$ cat config.mk
export PLATFORM = sky130hd
export DESIGN_NAME = bcm_queue
export DESIGN_NICKNAME = d
export VERILOG_FILES = /design/src/rtl/bcm_pkg.sv /design/src/rtl/bcm_queue.sv
export SDC_FILE = /design/constraint.sdc
export NUM_CORES = 1
export LEC_CHECK = 0
export ABC_AREA = 1
export BUFFER_PORTS_ARGS = -buffer_cell sky130_fd_sc_hd__buf_2
export CAP_MARGIN = 0
export CORE_ASPECT_RATIO = 2
export CORE_MARGIN = 2
export CORE_UTILIZATION = 50
export CTS_BUF_LIST = sky130_fd_sc_hd__clkbuf_8
export CTS_CLUSTER_SIZE = 10
export DETAILED_ROUTE_END_ITERATION = 12
export PLACE_DENSITY = 0.68
export SYNTH_ARGS = -nofsm -noshare
export SYNTH_HDL_FRONTEND = slang
export SYNTH_SLANG_ARGS = --single-unit
$ cat constraint.sdc
create_clock -name clk -period 5.1 [get_ports clk]
set_clock_uncertainty 0.15 [all_clocks]
set_input_delay 0.255 -clock clk [delete_from_list [all_inputs] [get_ports clk]]
set_output_delay 0.255 -clock clk [all_outputs]
set_load 0.005 [all_outputs]
$ cat src/rtl/bcm_pkg.sv
// shared types, codes and constants of the led scan block
// no dependencies; imported by every module of the block
package bcm_pkg;

  localparam int SEGMENTS_DEF         = 8;
  localparam int MAX_PLANES_DEF       = 10;
  localparam int DRIVER_WORD_BITS_DEF = 32;
  localparam int QUEUE_DEPTH          = 4;
  localparam int QCNT_W               = $clog2(QUEUE_DEPTH + 1);

  // request actions
  localparam logic [1:0] ACT_WRITE_WORD   = 2'd0;
  localparam logic [1:0] ACT_WRITE_BRIGHT = 2'd1;
  localparam logic [1:0] ACT_SWAP         = 2'd2;
  localparam logic [1:0] ACT_BIT_CYCLE    = 2'd3;

  // register indexes
  localparam logic [1:0] CFG_BIT_PLANES    = 2'd0;
  localparam logic [1:0] CFG_PERIOD_BASE   = 2'd1;
  localparam logic [1:0] CFG_PERIOD_OFFSET = 2'd2;

  localparam logic [3:0] BIT_PLANES_RST    = 4'd10;
  localparam logic [6:0] PERIOD_BASE_RST   = 7'd4;
  localparam logic [7:0] PERIOD_OFFSET_RST = 8'd9;

  localparam logic KIND_DRIVER = 1'b0;
  localparam logic KIND_AUX    = 1'b1;

  localparam logic [15:0] AUX_SEL_ALL   = 16'hff00;
  localparam logic [15:0] AUX_SEL_ONE   = 16'h0100;
  localparam logic [15:0] AUX_BRIGHT_HI = 16'h0080;
  localparam logic [15:0] AUX_BRIGHT_LO = 16'h0040;
  localparam logic [15:0] PERIOD_MAX    = 16'hffff;

  typedef struct packed {
    logic        wrap;
    logic [31:0] word;
    logic [15:0] period;
    logic [2:0]  read_seg;
    logic [3:0]  plane;
    logic [15:0] aux;
    logic [2:0]  aux_seg;
  } job_t;

  function automatic logic [2:0] seg_perm(input logic [2:0] seg);
    logic [2:0] p;
    case (seg)
      3'd0: p = 3'd5;
      3'd1: p = 3'd7;
      3'd2: p = 3'd6;
      3'd3: p = 3'd4;
      3'd4: p = 3'd1;
      3'd5: p = 3'd3;
      3'd6: p = 3'd0;
      default: p = 3'd2;
    endcase
    return p;
  endfunction

  // brightness bit, status leds and one-cold segment select
  function automatic logic [15:0] aux_word(input logic bright, input logic [4:0] leds,
                                           input logic [2:0] seg);
    logic [15:0] w;
    w = bright ? AUX_BRIGHT_HI : AUX_BRIGHT_LO;
    w = w | {10'd0, leds, 1'b0};
    w = w | (AUX_SEL_ALL ^ (AUX_SEL_ONE << seg_perm(seg)));
    return w;
  endfunction

endpackage

$ cat src/rtl/bcm_queue.sv
// short job queue between the front and back parts
// depends on bcm_pkg for the job type and depth
module bcm_queue (
  input  logic                       clk,
  input  logic                       rst_n,
  input  logic                       push,
  input  bcm_pkg::job_t              push_job,
  input  logic                       pop,
  output logic                       head_valid,
  output bcm_pkg::job_t              head_job,
  output logic [bcm_pkg::QCNT_W-1:0] count
);
  import bcm_pkg::*;

  localparam int PTR_W = $clog2(QUEUE_DEPTH);

  job_t q_mem [QUEUE_DEPTH];
  logic [PTR_W-1:0]  wr_ptr_r, wr_ptr_nxt, rd_ptr_r, rd_ptr_nxt;
  logic [QCNT_W-1:0] count_r, count_nxt;

  assign head_valid = count_r != '0;
  assign head_job   = q_mem[rd_ptr_r];
  assign count      = count_r;

  always_comb begin
    wr_ptr_nxt = push ? wr_ptr_r + PTR_W'(1) : wr_ptr_r;
    rd_ptr_nxt = pop  ? rd_ptr_r + PTR_W'(1) : rd_ptr_r;
    count_nxt  = count_r + QCNT_W'(push) - QCNT_W'(pop);
  end

  always_ff @(posedge clk) begin
    if (push) begin
      q_mem[wr_ptr_r] <= push_job;
    end
  end

  always_ff @(posedge clk) begin
    if (!rst_n) begin
      wr_ptr_r <= '0;
      rd_ptr_r <= '0;
      count_r  <= '0;
    end else begin
      wr_ptr_r <= wr_ptr_nxt;
      rd_ptr_r <= rd_ptr_nxt;
      count_r  <= count_nxt;
    end
  end

endmodule

* Word level (Yosys, flattened, before mapping)
Memory sizes are Yosys's and may differ from the RTL's. A register that Yosys moved wholly into a read port is not among the register bits.
Index checks and enable logic that the tools add are counted.
** Storage, ports and cells
- Memories kept :: 1
- Memory bits (writable) :: 300
- Output and inout port bits :: 79
- Word-level logic and storage cells :: 13
- Input port bits :: 79
- Register bits :: 7
** Operators by class
- Mux-type cells :: 4
- Add/subtract/negate cells :: 4
- Reduce and logical (&&, ||, !) cells :: 1
** Memories
- q_mem :: words 4, width 75, rd ports 1, clocked after memory_dff 1, write ports 1, line bcm_queue.sv:17 : job_t q_mem [QUEUE_DEPTH];
** Operators with widths (count)
- 2-bit by 1-bit adder with 2-bit output, second input constant :: 2
- 2-bit two-way mux :: 2
- 3-bit by 1-bit adder with 3-bit output :: 1
- 3-bit nonzero test :: 1
- 3-bit by 1-bit subtractor with 3-bit output :: 1
- 1-bit two-way mux :: 2

* Longest topological paths before layout
- Depth after elaboration :: 3
- Mapped depth :: 8
- Depth with buffers taken out :: 8

* Worst setup path after synthesis
Ideal clock, no wire load.
- Path kind :: register -> register
- Start :: reg wr_ptr_r[0]
- End :: mem q_mem[2][0] (netlist name), enable pin
- Cell stages (with the launch flop) :: 5
- Setup time :: 0.429 ns
- Arrival time :: 2.043 ns
- Path slack :: 2.479 ns
- Data required time :: 4.521 ns
- Path buffers :: 0
- Period minus slack after synthesis :: 2.621 ns
- Cells stage by stage :: dfxtp_1 inv_1 ha_1 nand2_1 inv_1
** RTL lines
- start, declared :: line bcm_queue.sv:18 : logic [PTR_W-1:0] wr_ptr_r, wr_ptr_nxt, rd_ptr_r, rd_ptr_nxt;
- start signal, assigned :: line bcm_queue.sv:43 : wr_ptr_r <= wr_ptr_nxt;
- end, declared :: line bcm_queue.sv:17
No word-level cell before the write port.

==> results by group <==
Status
  – Outcome: completed

Timing
  – Min Clock Period, post-route: 2.74 ns
  – Max Fclk: 365 MHz
  – Final Cycle Share: 53.7%
  – RSZ-0062 raised after global routing: no
  – Final setup viols: 0
  – Slew headroom: 40.2%
  – Setup_tns: 0 ns
  – Worst-Margin Slew: 0.897 ns
  – Hold Vio Cnt, Final: 0
  – Final Max Tran Viols: 0

Setup path
  – Worst R2R Path Depth: 5
  – Crit Path Max Fanout: 101
  – WS Path Type: flip-flop to primary output
  – Worst path required time: 4.70 ns
  – R2R Setup Slk: 2.63 ns
  – FF-to-FF Start: wr_ptr_r[1]
  – Crit start category: flip-flop
  – Critical Path End Type: primary output
  – Worst EP arrival: 2.33 ns

Finish
  – Nets: 1,255
  – Filler cell count: 1,902
  – Syn-to-layout area delta: 20.9%
  – Layout cells sized above 1: 18.8%

Yosys
  – FF+latch count, synth: 309
  – Cells after synthesis: 929
  – Simple-gate portion of the synthesized area: 5.03%
  – Main combinational cell family by area after synthesis: compound AO/OA/AOI/OAI gates
  – Sequential fraction of the synthesis area: 75.2%
  – XOR/XNOR share of the synthesized area: 0%
  – Synthesized Nets: 1,015
  – Mux contribution to synthesized area: 0%
  – Post-Synth Adder-Cell Area: 0.778%
  – Syn_area_per_cell: 13.2 sq um
  – Synth warnings: 0
  – Mapped Area: 0.0122 sq mm
  – Synth Area in Compound Gates: 11.2%
  – Library cells used by synthesis: 17

Clocking
  – Clk root buf: clkbuf_8
  – Post-CTS setup buffer count: 0
  – Number of buffers created by CTS: 43
  – H-tree lvl count: 2
  – Cts hold-fix bufs: 79
  – Worst skew pair latency: 0.53 ns
  – # resized after CTS: 0
  – CTS tree: built
  – Sink Count: 309
  – Clk pin slew, worst setup/hold paths: 0.06 ns
  – Clock tree buffer depth: 3

Detailed routing
  – DR vias: 7,486
  – Wire per inst: 15.6 microns
  – Vias per cell: 5.01
  – Antenna Violating Nets Remaining: 0
  – DRC: 0
  – Routed Wire Length: 23.2 mm
  – Iter 0 DRT Violations: 454
  – Drt first pass iters: 5

Die
  – Chip Height: 225 microns
  – Die W: 115 microns
  – Num rows: 81
  – Core ar.: 0.0242 sq mm
  – Top Ports: 158
  – Die area: 0.0258 sq mm
  – Initial core utilization: 50.4%

Global routing
  – Initial antenna violation count: 1
  – First-pass GRT wire length: 36.6 mm
  – All-layer global routing usage: 18.1%
  – Vias in the first global route: 7,482
  – GRT overflow: 0
  – Largest net degree at the start of global routing: 177

Worst hold path
  – HP Class: flip-flop to flip-flop
  – Hold Path Cell Cnt: 2
  – Hold_sp: rd_ptr_r[1]

Flow run
  – # Max-Cap Violations: 0

Place
  – DP HPWL: 13.1 mm
  – Port Buffers: 157
  – GP Congestion: 0.715

Pwr
  – Pwr dens: 362 mW/mm^2
  – Peak VDD IR: 0.000274 V
  – Power Total: 5.35 mW
  – Leak: 5.86 nW
==> power by group <==
part / internal, mW / switching [mW] / leakage (nW)
Clock: 1.02 / 0.865 / 0.467
Combinational: 0.209 / 0.308 / 2.56
Sequential: 2.90 / 0.0374 / 2.83
==> flip-flops by register name, summed over array words and instances (netlist names), named ones only <==
register and flops:
q_mem 300, count 3, wr_ptr_r 2, rd_ptr_r 2
==> cells in the mapped netlist <==
library cell | instances | share of area (%)
edfxtp_1 | 300 | 74
inv_1 | 165 | 5.1
nand2_1 | 160 | 4.9
a21oi_1 | 81 | 3.3
o211ai_1 | 75 | 4.6
o21ai_0 | 49 | 2.0
o21ai_1 | 30 | 1.2
buf_2 | 27 | 1.1
buf_4 | 11 | 0.68
buf_6 | 9 | 0.83
dfxtp_1 | 9 | 1.5
ha_1 | 6 | 0.61
clkbuf_4 | 2 | 0.12
nand3_1 | 2 | 0.082
clkbuf_1 | 1 | 0.031
fa_1 | 1 | 0.16
nor2_1 | 1 | 0.031
==> worst max-delay path: stages, from the launching register on <==
cell and delay (ns):
dfxtp_4 0.50, buf_4 0.76, a21oi_1 0.17, o21ai_1 0.11, nand2_1 0.10, buf_2 0.14
==> routing by layer <==
metal	wire [microns]	vias to the layer above	GRT usage [%]
li1	-	3716	-
met4	573	0	6.73
met1	9540	3529	21.9
met5	0	-	0
met3	1280	44	3.82
met2	11800	197	31.5
==> final cells by class <==
class | instances | area (sq um) | area share [%]
antenna | 1 | 2.50 | 0.0169
clock buffer | 45 | 619 | 4.19
clock inverter | 33 | 235 | 1.59
inverter | 165 | 624 | 4.23
multi-input combinational | 405 | 2070 | 14.0
sequential | 309 | 9200 | 62.3
tap | 290 | 363 | 2.46
timing repair buffer | 245 | 1660 | 11.2
==> placed cells by master (no fill, tap or decap), drive strengths merged, types with 2 or more instances in the layout <==
cell type,count
a21oi,81
buf,166
bufinv,4
clkbuf,45
clkinv,25
dfxtp,9
dlygate4sd3,79
edfxtp,300
ha,6
inv,169
nand2,160
nand3,2
o211ai,75
o21ai,79
==> stage by stage <==
step	cell area [sq um]	hold WS, ns	instances	utilization, %	setup WS, ns
after global placement	13100	0.293	1335	54.2	2.63
after global routing	14800	0.305	1493	61.0	2.14
after CTS	14800	0.270	1492	61.0	2.31
after detailed placement	13100	0.304	1335	54.2	2.59
final	14800	0.312	1493	61.0	2.36
after floorplan	12200	0.197	929	-	2.48
==> worst paths after layout <==
| path | end |
|---|---|
| setup / recovery | head_job[40] |
| hold / removal | flip-flop |
| setup reg to reg | q_mem[1][73] |
| hold reg to reg | flip-flop |
==> cell families (layout without fill, tap and decap cells) <==
group           after synthesis  in the layout
compound gates              235            235
flops                       309            309
buf+inv                     215            488
other cells                   0              1
fa+ha+maj                     7              7
simple gates                163            163
(Power assumes the default switching activity.)
