==> config.mk <==
export PLATFORM = sky130hd
export DESIGN_NAME = bcm_back
export DESIGN_NICKNAME = d
export VERILOG_FILES = /design/src/rtl/bcm_pkg.sv /design/src/rtl/bcm_back.sv
export SDC_FILE = /design/constraint.sdc
export NUM_CORES = 1
export LEC_CHECK = 0
export BUFFER_PORTS_ARGS = -buffer_cell sky130_fd_sc_hd__buf_2
export CORE_MARGIN = 5
export CORE_UTILIZATION = 28
export DETAILED_ROUTE_END_ITERATION = 12
export HOLD_SLACK_MARGIN = 0.1
export SLEW_MARGIN = 5
export SYNTH_ARGS = -nofsm -noshare
export SYNTH_HDL_FRONTEND = slang
export SYNTH_SLANG_ARGS = --single-unit
==> constraint.sdc <==
create_clock -name clk -period 4.4 [get_ports clk]
set_clock_uncertainty 0.15 [all_clocks]
set_input_delay 0.44 -clock clk [delete_from_list [all_inputs] [get_ports clk]]
set_output_delay 0.44 -clock clk [all_outputs]
set_load 0.02 [all_outputs]
==> src/rtl/bcm_pkg.sv <==
// shared types, codes and constants of the led scan block
// no dependencies; imported by every module of the block
package bcm_pkg;

  localparam int SEGMENTS_DEF         = 8;
  localparam int MAX_PLANES_DEF       = 10;
  localparam int DRIVER_WORD_BITS_DEF = 32;
  localparam int QUEUE_DEPTH          = 4;
  localparam int QCNT_W               = $clog2(QUEUE_DEPTH + 1);

  // request actions
  localparam logic [1:0] ACT_WRITE_WORD   = 2'd0;
  localparam logic [1:0] ACT_WRITE_BRIGHT = 2'd1;
  localparam logic [1:0] ACT_SWAP         = 2'd2;
  localparam logic [1:0] ACT_BIT_CYCLE    = 2'd3;

  // register indexes
  localparam logic [1:0] CFG_BIT_PLANES    = 2'd0;
  localparam logic [1:0] CFG_PERIOD_BASE   = 2'd1;
  localparam logic [1:0] CFG_PERIOD_OFFSET = 2'd2;

  localparam logic [3:0] BIT_PLANES_RST    = 4'd10;
  localparam logic [6:0] PERIOD_BASE_RST   = 7'd4;
  localparam logic [7:0] PERIOD_OFFSET_RST = 8'd9;

  localparam logic KIND_DRIVER = 1'b0;
  localparam logic KIND_AUX    = 1'b1;

  localparam logic [15:0] AUX_SEL_ALL   = 16'hff00;
  localparam logic [15:0] AUX_SEL_ONE   = 16'h0100;
  localparam logic [15:0] AUX_BRIGHT_HI = 16'h0080;
  localparam logic [15:0] AUX_BRIGHT_LO = 16'h0040;
  localparam logic [15:0] PERIOD_MAX    = 16'hffff;

  typedef struct packed {
    logic        wrap;
    logic [31:0] word;
    logic [15:0] period;
    logic [2:0]  read_seg;
    logic [3:0]  plane;
    logic [15:0] aux;
    logic [2:0]  aux_seg;
  } job_t;

  function automatic logic [2:0] seg_perm(input logic [2:0] seg);
    logic [2:0] p;
    case (seg)
      3'd0: p = 3'd5;
      3'd1: p = 3'd7;
      3'd2: p = 3'd6;
      3'd3: p = 3'd4;
      3'd4: p = 3'd1;
      3'd5: p = 3'd3;
      3'd6: p = 3'd0;
      default: p = 3'd2;
    endcase
    return p;
  endfunction

  // brightness bit, status leds and one-cold segment select
  function automatic logic [15:0] aux_word(input logic bright, input logic [4:0] leds,
                                           input logic [2:0] seg);
    logic [15:0] w;
    w = bright ? AUX_BRIGHT_HI : AUX_BRIGHT_LO;
    w = w | {10'd0, leds, 1'b0};
    w = w | (AUX_SEL_ALL ^ (AUX_SEL_ONE << seg_perm(seg)));
    return w;
  endfunction

endpackage

==> src/rtl/bcm_back.sv <==
// back part: turns each job into a driver result and, on wrap, an aux result
// depends on bcm_pkg; drives the output register of the block
module bcm_back (
  input  logic          clk,
  input  logic          rst_n,
  input  logic          head_valid,
  input  bcm_pkg::job_t head_job,
  output logic          pop,
  output logic          out_valid,
  input  logic          out_stall,
  output logic          out_kind,
  output logic [31:0]   out_word,
  output logic [15:0]   out_next_period,
  output logic [2:0]    out_segment,
  output logic [3:0]    out_plane,
  output logic          out_last
);
  import bcm_pkg::*;

  logic        valid_r, valid_nxt;
  logic        aux_pend_r, aux_pend_nxt;
  logic        kind_r, kind_nxt;
  logic [31:0] word_r, word_nxt;
  logic [15:0] period_r, period_nxt;
  logic [2:0]  seg_r, seg_nxt;
  logic [3:0]  plane_r, plane_nxt;
  logic        last_r, last_nxt;
  logic [15:0] aux_r, aux_nxt;
  logic [2:0]  aux_seg_r, aux_seg_nxt;
  logic        take;

  assign take = !valid_r || !out_stall;
  assign pop  = take && !aux_pend_r && head_valid;

  always_comb begin
    valid_nxt    = valid_r;
    aux_pend_nxt = aux_pend_r;
    kind_nxt     = kind_r;
    word_nxt     = word_r;
    period_nxt   = period_r;
    seg_nxt      = seg_r;
    plane_nxt    = plane_r;
    last_nxt     = last_r;
    aux_nxt      = aux_r;
    aux_seg_nxt  = aux_seg_r;
    if (take) begin
      if (aux_pend_r) begin
        valid_nxt    = 1'b1;
        aux_pend_nxt = 1'b0;
        kind_nxt     = KIND_AUX;
        word_nxt     = {16'd0, aux_r};
        period_nxt   = 16'd0;
        seg_nxt      = aux_seg_r;
        last_nxt     = 1'b1;
      end else if (head_valid) begin
        valid_nxt    = 1'b1;
        aux_pend_nxt = head_job.wrap;
        kind_nxt     = KIND_DRIVER;
        word_nxt     = head_job.word;
        period_nxt   = head_job.period;
        seg_nxt      = head_job.read_seg;
        plane_nxt    = head_job.plane;
        last_nxt     = !head_job.wrap;
        aux_nxt      = head_job.aux;
        aux_seg_nxt  = head_job.aux_seg;
      end else begin
        valid_nxt = 1'b0;
      end
    end
  end

  always_ff @(posedge clk) begin
    kind_r    <= kind_nxt;
    word_r    <= word_nxt;
    period_r  <= period_nxt;
    seg_r     <= seg_nxt;
    plane_r   <= plane_nxt;
    last_r    <= last_nxt;
    aux_r     <= aux_nxt;
    aux_seg_r <= aux_seg_nxt;
  end

  always_ff @(posedge clk) begin
    if (!rst_n) begin
      valid_r    <= 1'b0;
      aux_pend_r <= 1'b0;
    end else begin
      valid_r    <= valid_nxt;
      aux_pend_r <= aux_pend_nxt;
    end
  end

  assign out_valid       = valid_r;
  assign out_kind        = kind_r;
  assign out_word        = word_r;
  assign out_next_period = period_r;
  assign out_segment     = seg_r;
  assign out_plane       = plane_r;
  assign out_last        = last_r;

endmodule

Word-level counts from Yosys, hierarchy flattened
Cells that the tools add are included.
{ "totals": {"ff_bits": 78, "latch_bits": 0, "mem_bits_rw": 0, "romBits": 0, "inputBits": 79, "out_inout_bits": 59, "mem_count": 0} }
{ "op_classes": {"addsub": 0, "multipliers": 0, "div_mod_pow": 0, "magnitude_cmp": 0, "eq_ne": 0, "n_shift": 0, "n_mux": 11, "bitwise_logic": 1, "reduce_logical": 10} }
{ "op_table": {"columns": ["operator", "count"], "rows": [
  ["16-bit two-way mux", 2],
  ["32-bit two-way mux", 1],
  ["1-bit two-way mux", 6],
  ["3-bit two-way mux", 2],
  ["1-bit logical NOT", 4],
  ["3-bit AND reduction", 1],
  ["1-bit logical AND", 2],
  ["2-bit AND reduction", 1],
  ["2-bit nonzero test", 1],
  ["1-bit logical OR", 1],
  ["1-bit inverter", 1]
]} }

Logic depth before layout (Yosys ltp)
Gate-level depths: netlist of run 1.
{ "depth": {"depth_word": 4, "ltp_mapped": 3, "depth_no_buf": 2} }

Worst setup path after synthesis of run 1
No wires, ideal clock.
{ "synth_path": {"kind": "register to register", "start": "register aux_pend_r", "end": "register kind_r (netlist: out_kind) (enable)", "t_arrival_ns": 3.187, "required_time_ns": 3.769, "path_slack_ns": 0.581, "path_stages_with_launch": 4, "synth_period_minus_slack_ns": 3.819, "path_cell_list": "dfxtp_1 buf_2 nor2_1 a21oi_1"} }
{ "synth_via": {"elab_chain_len": 2} }
{ "synth_rtl": {"columns": ["element", "line_no", "text"], "rows": [
  ["start: declaration", "bcm_back.sv:21", "logic aux_pend_r, aux_pend_nxt;"],
  ["start signal: assignment", "bcm_back.sv:89", "aux_pend_r <= aux_pend_nxt;"],
  ["2-bit nonzero test (no source line)", null, null],
  ["2-bit AND reduction (no source line)", null, null],
  ["end signal: assignment", "bcm_back.sv:73", "kind_r <= kind_nxt;"],
  ["end: declaration", "bcm_back.sv:22", "logic kind_r, kind_nxt;"]
]} }
Every way passes these cells.
A chain may end at the register's enable or synchronous reset.

Final worst setup path of run 1
{ "layout_path": {"start": "register aux_pend_r", "end": "output pop"} }
{ "layout_via": {"elab_chain_len": 3} }
{ "layout_rtl": {"columns": ["element", "line_no", "text"], "rows": [
  ["1-bit logical NOT", "bcm_back.sv:33", "assign pop = take && !aux_pend_r && head_valid;"],
  ["1-bit logical AND (2 in series)", "bcm_back.sv:33", null],
  ["end: declaration", "bcm_back.sv:8", "output logic pop,"]
]} }
Every way passes these cells.

==> impl_metrics.env, run 1 <==
export IMPL_synth_mux_area_share_pct=9.17
export IMPL_finalHoldViolCount=0
export IMPL_synthSimpleGateAreaFrac_pct=8.01
export IMPL_drv_cap=0
export IMPL_p_per_area_nw_per_um2=408
export IMPL_path_buf_inv=2
export IMPL_vias=1780
export IMPL_cp_start_kind="flop"
export IMPL_reg2reg_depth=2
export IMPL_setup_viol=0
export IMPL_coreArea_sq_um=10200
export IMPL_htree_levels=3
export IMPL_crit_path_end_kind="primary output"
export IMPL_critPathRequiredTime_ps=3810
export IMPL_hold_depth=1
export IMPL_regArea_sq_um=2320
export IMPL_p_sw_share_pct=22.8
export IMPL_pin_count=138
export IMPL_synth_fa_ha_area_share_pct=0
export IMPL_ctsRootBufferMaster="clkbuf_8"
export IMPL_netlist_instances=146
export IMPL_pwr_share_clk_pct=33.6
export IMPL_cts_tree="yes"
export IMPL_dpl_instance_area_sq_um=3750
export IMPL_start_util_pct=28.4
export IMPL_yosysTopAreaCellShare_pct=78.5
export IMPL_grt_pass1_vias=1995
export IMPL_synth_seq_area_share_pct=79.9
export IMPL_hold_path_class="in -> reg"
export IMPL_critPathKind="reg -> out"
export IMPL_critPathMaxStageDelay_ps=550
export IMPL_dieArea_sq_um=12500
export IMPL_ir_drop_v=0.000210
export IMPL_clock_latency_ps=340
export IMPL_rsz0062_at_grt="no"
export IMPL_viasPerCell=3.97
export IMPL_r2r_setup_slack_ps=2310
export IMPL_synth_warnings=0
export IMPL_status="completed"
export IMPL_synth_fp_nets=225
export IMPL_p_switching_mw=0.383
export IMPL_leakage_nw=1.71
export IMPL_grt_max_degree=57
export IMPL_drv_slew=0
export IMPL_fmax_mhz=468
export IMPL_routed_wl_mm=6.18
export IMPL_multi_input_area_sq_um=542
export IMPL_postRouteAntennaNets=0
export IMPL_hold_path_end="aux_r[12]$_DFFE_PP_"
export IMPL_overflow=0
export IMPL_area_growth_pct=41.6
export IMPL_cts_sinks=78
export IMPL_fin_crit_ps=2140
export IMPL_final_cell_mix="buf_2, edfxtp_1, nor2b_1"
export IMPL_path_delay_family="buffers and inverters"
export IMPL_synth_area_sq_um=2910
export IMPL_pwr_share_comb_pct=12.9
export IMPL_drive_above_1_share_pct=56.7
export IMPL_diodes=0
export IMPL_path_max_fanout=56
export IMPL_drt_iter0_markers=72
export IMPL_fin_crit_sh_pct=48.6
export IMPL_rows=37
export IMPL_fillCellCount=981
export IMPL_wl_per_cell_um=13.8
export IMPL_r2r_end="out_word[7]$_DFFE_PP_"
export IMPL_cp_slowest_cell="buf_4"
export IMPL_cts_buffer_depth=2
export IMPL_finalNetCount=386
export IMPL_slew_headroom_pct=33.0
export IMPL_clkTransAtPathRegs_ps=80
export IMPL_portBuffers=137
export IMPL_dr_pass1_iters=5
export IMPL_syn_area_per_cell_sq_um=19.9
export IMPL_die_x_um=112
export IMPL_path_cells="buf_4 > nor2_1 > buf_2"
export IMPL_synth_top_family_by_area="multiplexers"
export IMPL_die_y_um=112
export IMPL_antenna_found_initial=0
export IMPL_layout_cells_most_common="buf_2"
export IMPL_post_route_drc_count=0
export IMPL_p_int_mw=1.30
export IMPL_grt_pass1_wl_mm=9.64
export IMPL_seq_power_share_pct=53.5
export IMPL_ys_types=15
export IMPL_post_cts_repair_setup_buffers=0
export IMPL_cp_data_arrival_time_ps=1550
export IMPL_gp_congestion=0.690
export IMPL_grt_usage_pct=10.1
export IMPL_cts_buffers=9
export IMPL_synth_seq_cells=78
export IMPL_hp_start="head_job[15]"
export IMPL_synth_top_area_cell="edfxtp_1"
export IMPL_tns_ps=0
export IMPL_synth_area_top_cells="edfxtp_1, mux2_4, nor2b_1"
export IMPL_synth_compound_area_share_pct=0.990
export IMPL_worst_slew_pin_slew_ps=1000
export IMPL_fin_area_sq_um=4120
export IMPL_r2r_start="out_valid$_SDFFE_PN0P_"
export IMPL_synthXorXnorAreaFrac_pct=0
export IMPL_hpwl_mm=4.38
logic make-up after synthesis:
group,count (synthesis)
flip-flops,78
AND/OR/NAND/NOR,38
multiplexers,19
buffers and inverters,7
AO/OA/AOI/OAI,4
how the worst max path moves through the flow:
stage                                        end  slack [ps]  cells past startpoint                     from
6_report                                     pop        2260                      3  aux_pend_r$_SDFFE_PN0P_
4_1_cts                                      pop        2220                      3  aux_pend_r$_SDFFE_PN0P_
3_5_place_dp   out_next_period[15]$_SDFFCE_PP0P_        2050                      4               head_valid
3_3_place_gp   out_next_period[15]$_SDFFCE_PP0P_        2100                      3                out_stall
2_1_floorplan             out_kind$_SDFFCE_PP1P_         580                      3  aux_pend_r$_SDFFE_PN0P_
5_1_grt                                      pop        2130                      3  aux_pend_r$_SDFFE_PN0P_
flip-flops by register name, indices dropped and copies added (netlist names):
name and flops:
out_last 1, out_plane 4, aux_pend_r 1, out_segment 3
out_kind 1, out_next_period 16, out_word 32, aux_r 16
out_valid 1, aux_seg_r 3
per-layer routing:
metal,vias up,part of all wire (%),GRT usage [%]
met5,-,0,0
met4,0,1.7,4.95
li1,858,-,-
met2,83,51,16.6
met3,10,8.4,4.46
met1,829,39,11.0
power groups by stage:
stage	combinational [mW]	sequential (mW)	clock, mW
final	0.216	0.899	0.564
after global routing	0.234	0.905	0.622
after CTS	0.220	0.900	0.594
after detailed placement	0.209	0.917	0
after global placement	0.207	0.914	0
after floorplan	0.0621	0.975	0
cell type report:
cell class                 count  share of cell area (%)
clock inverter                 4                    1.76
tap                          136                    4.13
inverter                       1                  0.0912
sequential                    78                    56.5
clock buffer                  12                    3.28
timing repair buffer         156                    21.1
multi-input combinational     61                    13.2
cells in the mapped netlist:
| cell | count |
|---|---|
| nor2_1 | 3 |
| nand2b_4 | 1 |
| a21bo_2 | 1 |
| buf_8 | 1 |
| buf_6 | 2 |
| a21oi_1 | 2 |
| nor2b_1 | 32 |
| mux2_4 | 14 |
| mux2_2 | 5 |
| dfxtp_1 | 2 |
| inv_1 | 1 |
| buf_2 | 3 |
| nand2_1 | 2 |
| edfxtp_1 | 76 |
| o32ai_1 | 1 |
stage by stage:
step	total power, mW	setup WS (ps)	hold slack (ps)	cells	utilization, %
finish	1.68	2260	130	448	40.2
CTS	1.71	2220	100	446	40.0
detailed placement	1.13	2050	381	416	36.6
global placement	1.12	2100	377	416	36.6
global route	1.76	2130	100	448	40.2
floorplan	1.04	581	297	146	-
repair_timing:
action | in CTS | in global routing
gates resized for setup | 0 | 0
hold endpoints to repair | 14 | 2
setup endpoints to repair | 0 | 0
hold buffers | 14 | 2
Power figures use the tool's default switching activity.
==> inputs of run 2 (changes only) <==
clock period = 1.7 ns   (was 4.4 ns; I/O delays follow)
==> run 2 against run 1 <==
Largest cell class unchanged. Total power rose to 2.5 times the previous value. Register-to-register slack got worse by 2200 ps. Combinational power rose to 3.2 times the previous value. Global-route usage rose by 1.9 points. Design area rose by 16%. Critical path type is now reg -> reg. Setup slack got worse by 2200 ps.
==> impl_metrics.env, run 2 (synthesis results as in run 1) <==
export IMPL_status="completed"
export IMPL_total_power_mw=4.26
export IMPL_crit_path_end_kind="flop"
export IMPL_drive_above_1_share_pct=48.4
export IMPL_slew_headroom_pct=81.0
export IMPL_finalNetCount=452
export IMPL_drt_iter0_markers=72
export IMPL_cts_tree="yes"
export IMPL_layout_cells_most_common="buf_2"
export IMPL_drv_cap=0
export IMPL_cp_start_kind="flop"
export IMPL_grt_max_degree=54
export IMPL_finalNonFillerCells=514
export IMPL_ir_drop_v=0.000323
export IMPL_path_max_fanout=4
export IMPL_finalHoldViolCount=0
export IMPL_overflow=0
export IMPL_routed_wl_mm=7.23
export IMPL_diodes=0
export IMPL_portBuffers=137
export IMPL_grt_pass1_vias=2276
export IMPL_pin_count=138
export IMPL_coreArea_sq_um=10200
export IMPL_grt_usage_pct=12.0
export IMPL_ctsRootBufferMaster="clkbuf_8"
export IMPL_leakage_nw=1.99
export IMPL_die_y_um=112
export IMPL_die_x_um=112
export IMPL_critPathRequiredTime_ps=1800
export IMPL_post_place_ws_ps=237
export IMPL_hold_path_class="in -> reg"
export IMPL_viasPerCell=3.99
export IMPL_fin_crit_sh_pct=95.9
export IMPL_hpwl_mm=4.62
export IMPL_setup_viol=0
export IMPL_antenna_found_initial=0
export IMPL_dpl_cell_count=419
export IMPL_tns_ps=0
export IMPL_wl_per_cell_um=14.1
export IMPL_cts_buffer_depth=2
export IMPL_p_per_area_nw_per_um2=892
export IMPL_cp_data_arrival_time_ps=1730
export IMPL_fin_ws_ps=69.5
export IMPL_cts_sinks=78
export IMPL_fin_crit_ps=1630
export IMPL_drv_slew=0
export IMPL_start_util_pct=28.4
export IMPL_gp_congestion=0.685
export IMPL_utilization_pct=46.7
export IMPL_cts_buffers=9
export IMPL_grt_pass1_wl_mm=11.6
export IMPL_critPathKind="reg -> reg"
export IMPL_clkTransAtPathRegs_ps=90
export IMPL_dieArea_sq_um=12500
export IMPL_worst_slew_pin_slew_ps=285
export IMPL_dr_pass1_iters=4
export IMPL_clock_latency_ps=330
export IMPL_area_growth_pct=64.3
export IMPL_rows=37
export IMPL_post_route_drc_count=0
export IMPL_fmax_mhz=613
export IMPL_largest_reg_flops=32
export IMPL_final_cell_mix="buf_2, dlygate4sd3_1, edfxtp_1"
export IMPL_postRouteAntennaNets=0
export IMPL_vias=2051
export IMPL_htree_levels=3
[run 2: layer usage]
layer / up-vias / GRT usage [%] / wire length [um]
met1: 943 / 12.5 / 2620
met3: 17 / 5.33 / 733
li1: 995 / - / -
met5: - / 0 / 0
met4: 0 / 5.52 / 155
met2: 96 / 20.6 / 3720
[run 2: stage by stage]
| step | cell area [sq um] | hold WS (ps) |
|---|---|---|
| floorplan | 2940 | 119 |
| global placement | 3800 | 196 |
| detailed placement | 3800 | 198 |
| CTS | 4770 | 244 |
| global route | 4770 | 267 |
| finish | 4770 | 259 |
[run 2: worst max-delay path, stage by stage, from the launching register on]
cell	delay [ps]
dfxtp_1	360
a21bo_2	230
dlygate4sd3_1	570
o32ai_2	230
[run 2: final cells by class]
class | instances | area [sq um]
flip-flops and latches | 78 | 2320
multi-input cells | 61 | 557
inverters | 1 | 3.75
clock buffers | 10 | 128
fillers | 889 | 5460
repair buffers | 222 | 1550
clock inverters | 6 | 46.3
well taps | 136 | 170
[run 2: power breakdown]
part	internal [mW]	leakage (nW)	switching, mW	total (mW)
Sequential	2.29	0.757	0.0410	2.33
Combinational	0.351	1.14	0.348	0.699
Clock	0.538	0.0845	0.691	1.23
Total	3.18	1.99	1.08	4.26
[run 2: repair_timing]
item                                    CTS  global route
endpoints found under the setup margin    0             1
hold buffers                             79             0
gates resized for setup                   0             1
setup buffers                             0             0
hold endpoints to repair                 77             0
[run 2: final timing paths]
kind / to / depth (start not counted) / slack, ps / start
max: aux_pend_r$_SDFFE_PN0P_ / 3 / 70 / out_valid$_SDFFE_PN0P_
min: out_word[0]$_DFFE_PP_ / 3 / 260 / out_stall
max reg2reg: aux_pend_r$_SDFFE_PN0P_ / 3 / 70 / out_valid$_SDFFE_PN0P_
min reg2reg: out_word[5]$_DFFE_PP_ / 1 / 400 / aux_r[5]$_DFFE_PP_
==> inputs of run 3 (changes only) <==
CTS_BUF_LIST = sky130_fd_sc_hd__clkbuf_2 sky130_fd_sc_hd__clkbuf_4 sky130_fd_sc_hd__clkbuf_8   (was not set)
==> run 3 against run 2 <==
Critical path depth stayed put. Total power is 0.38% higher. Via count is the same. Non-clock buffer count unchanged. Sequential cell count unchanged. Routed wire length stayed put. Largest cell class unchanged. Highest routed layer unchanged.
==> impl_metrics.env, run 3 (synthesis results as in run 1) <==
export IMPL_crit_path_end_kind="flop"
export IMPL_grtUsageMet2_pct=20.6
export IMPL_cp_slowest_cell="dlygate4sd3_1"
export IMPL_routed_wl_mm=7.23
export IMPL_critPathMaxStageDelay_ps=570
export IMPL_p_switching_mw=1.08
export IMPL_pwr_share_clk_pct=29.2
export IMPL_grt_usage_pct=12.0
export IMPL_layout_cells_most_common="buf_2"
export IMPL_fin_ws_ps=69.5
export IMPL_slew_headroom_pct=81.0
export IMPL_cts_tree="yes"
export IMPL_finalNonFillerCells=514
export IMPL_p_int_mw=3.19
export IMPL_r2r_start="out_valid$_SDFFE_PN0P_"
export IMPL_path_depth=3
export IMPL_cp_start_kind="flop"
export IMPL_postRouteAntennaNets=0
export IMPL_die_x_um=112
export IMPL_leakage_nw=1.99
export IMPL_critPathKind="reg -> reg"
export IMPL_fin_crit_ps=1630
export IMPL_hp_start="out_stall"
export IMPL_die_y_um=112
export IMPL_p_sw_share_pct=25.3
export IMPL_final_cell_mix="buf_2, dlygate4sd3_1, edfxtp_1"
export IMPL_hold_path_class="in -> reg"
export IMPL_multi_input_area_sq_um=557
export IMPL_wl_per_cell_um=14.1
export IMPL_cts_buffers=9
export IMPL_utilization_pct=46.7
export IMPL_endpoint="aux_pend_r$_SDFFE_PN0P_"
export IMPL_post_place_ws_ps=237
export IMPL_grt_use_met3_pct=5.33
export IMPL_largest_reg_flops=32
export IMPL_setup_viol=0
export IMPL_pwr_share_comb_pct=16.4
export IMPL_gp_congestion=0.685
export IMPL_dr_pass1_iters=4
export IMPL_finalHoldViolCount=0
export IMPL_path_buf_inv=1
export IMPL_fin_area_sq_um=4780
export IMPL_cts_buffer_depth=2
export IMPL_grt_busiest_layer="met2"
export IMPL_vias=2051
export IMPL_timing_hold_ws_ps=260
export IMPL_grt_use_met1_pct=12.5
export IMPL_tns_ps=0
export IMPL_r2r_setup_slack_ps=70
export IMPL_hpwl_mm=4.62
export IMPL_fmax_mhz=613
export IMPL_start_util_pct=28.4
export IMPL_viasPerCell=3.99
export IMPL_reg2reg_depth=3
export IMPL_antenna_found_initial=0
export IMPL_p_per_area_nw_per_um2=894
export IMPL_total_power_mw=4.27
export IMPL_grt_max_degree=54
export IMPL_fin_crit_sh_pct=95.9
export IMPL_path_max_fanout=4
export IMPL_seq_power_share_pct=54.5
export IMPL_overflow=0
export IMPL_clock_latency_ps=330
export IMPL_area_growth_pct=64.4
export IMPL_diodes=0
export IMPL_clkTransAtPathRegs_ps=90
export IMPL_grt_pass1_vias=2276
export IMPL_path_delay_family="buffers and inverters"
export IMPL_drive_above_1_share_pct=48.7
export IMPL_finalNetCount=452
export IMPL_dpl_instance_area_sq_um=3800
export IMPL_path_cells="a21bo_2 > dlygate4sd3_1 > o32ai_2"
export IMPL_htree_levels=3
export IMPL_post_route_drc_count=0
export IMPL_pin_count=138
export IMPL_drv_slew=0
export IMPL_r2r_end="aux_pend_r$_SDFFE_PN0P_"
export IMPL_portBuffers=137
export IMPL_dpl_cell_count=419
export IMPL_startpoint="out_valid$_SDFFE_PN0P_"
export IMPL_post_cts_repair_setup_buffers=0
export IMPL_cts_sinks=78
export IMPL_coreArea_sq_um=10200
export IMPL_cp_data_arrival_time_ps=1730
export IMPL_rows=37
export IMPL_dieArea_sq_um=12500
export IMPL_fillCellCount=888
export IMPL_grt_pass1_wl_mm=11.6
export IMPL_regArea_sq_um=2320
export IMPL_drt_iter0_markers=68
export IMPL_ctsRootBufferMaster="clkbuf_8"
export IMPL_critPathRequiredTime_ps=1800
export IMPL_drv_cap=0
export IMPL_status="completed"
export IMPL_ir_drop_v=0.000325
export IMPL_worst_slew_pin_slew_ps=285
-- run 3: cell counts in the layout (fill, tap and decap cells not counted) --
Identical to the previous run, type by type.
-- run 3: worst min path at each step --
stage	endpoint	slack (ps)	cells after the start
floorplan	aux_r[0]$_DFFE_PP_	120	0
global placement	out_plane[1]$_DFFE_PP_	200	1
detailed placement	aux_seg_r[0]$_DFFE_PP_	200	1
CTS	out_word[23]$_SDFFCE_PP0P_	240	3
global route	out_word[23]$_SDFFCE_PP0P_	270	3
finish	out_word[0]$_DFFE_PP_	260	3
-- run 3: metal layers --
layer | part of all wire, % | vias to the layer above | wire, um
met5 | 0 | - | 0
met4 | 2.1 | 0 | 155
met3 | 10 | 17 | 733
met2 | 51 | 96 | 3720
met1 | 36 | 943 | 2620
li1 | - | 995 | -
-- run 3: repair_timing --
action / in CTS / in global routing
endpoints found under the setup margin: 0 / 1
gates resized for setup: 0 / 1
hold endpoints to repair: 77 / 0
hold buffers: 79 / 0
-- run 3: power by group through the flow --
stage          clock [mW]  combinational, mW  sequential, mW
5_1_grt              1.38              0.752            2.34
3_5_place_dp            0              0.557            2.37
6_report             1.25              0.699            2.33
4_1_cts              1.29              0.701            2.33
2_1_floorplan           0              0.167            2.52
3_3_place_gp            0              0.555            2.37
-- run 3: worst register-to-register path, stage by stage (launching register included) --
cell	delay (ps)
dfxtp_1	360
a21bo_2	230
dlygate4sd3_1	570
o32ai_2	230
-- run 3: final cells by class --
class	count	area share [%]
well taps	136	3.56
repair buffers	222	32.4
clock buffers	10	2.75
flip-flops and latches	78	48.6
clock inverters	6	0.969
inverters	1	0.0786
multi-input cells	61	11.7
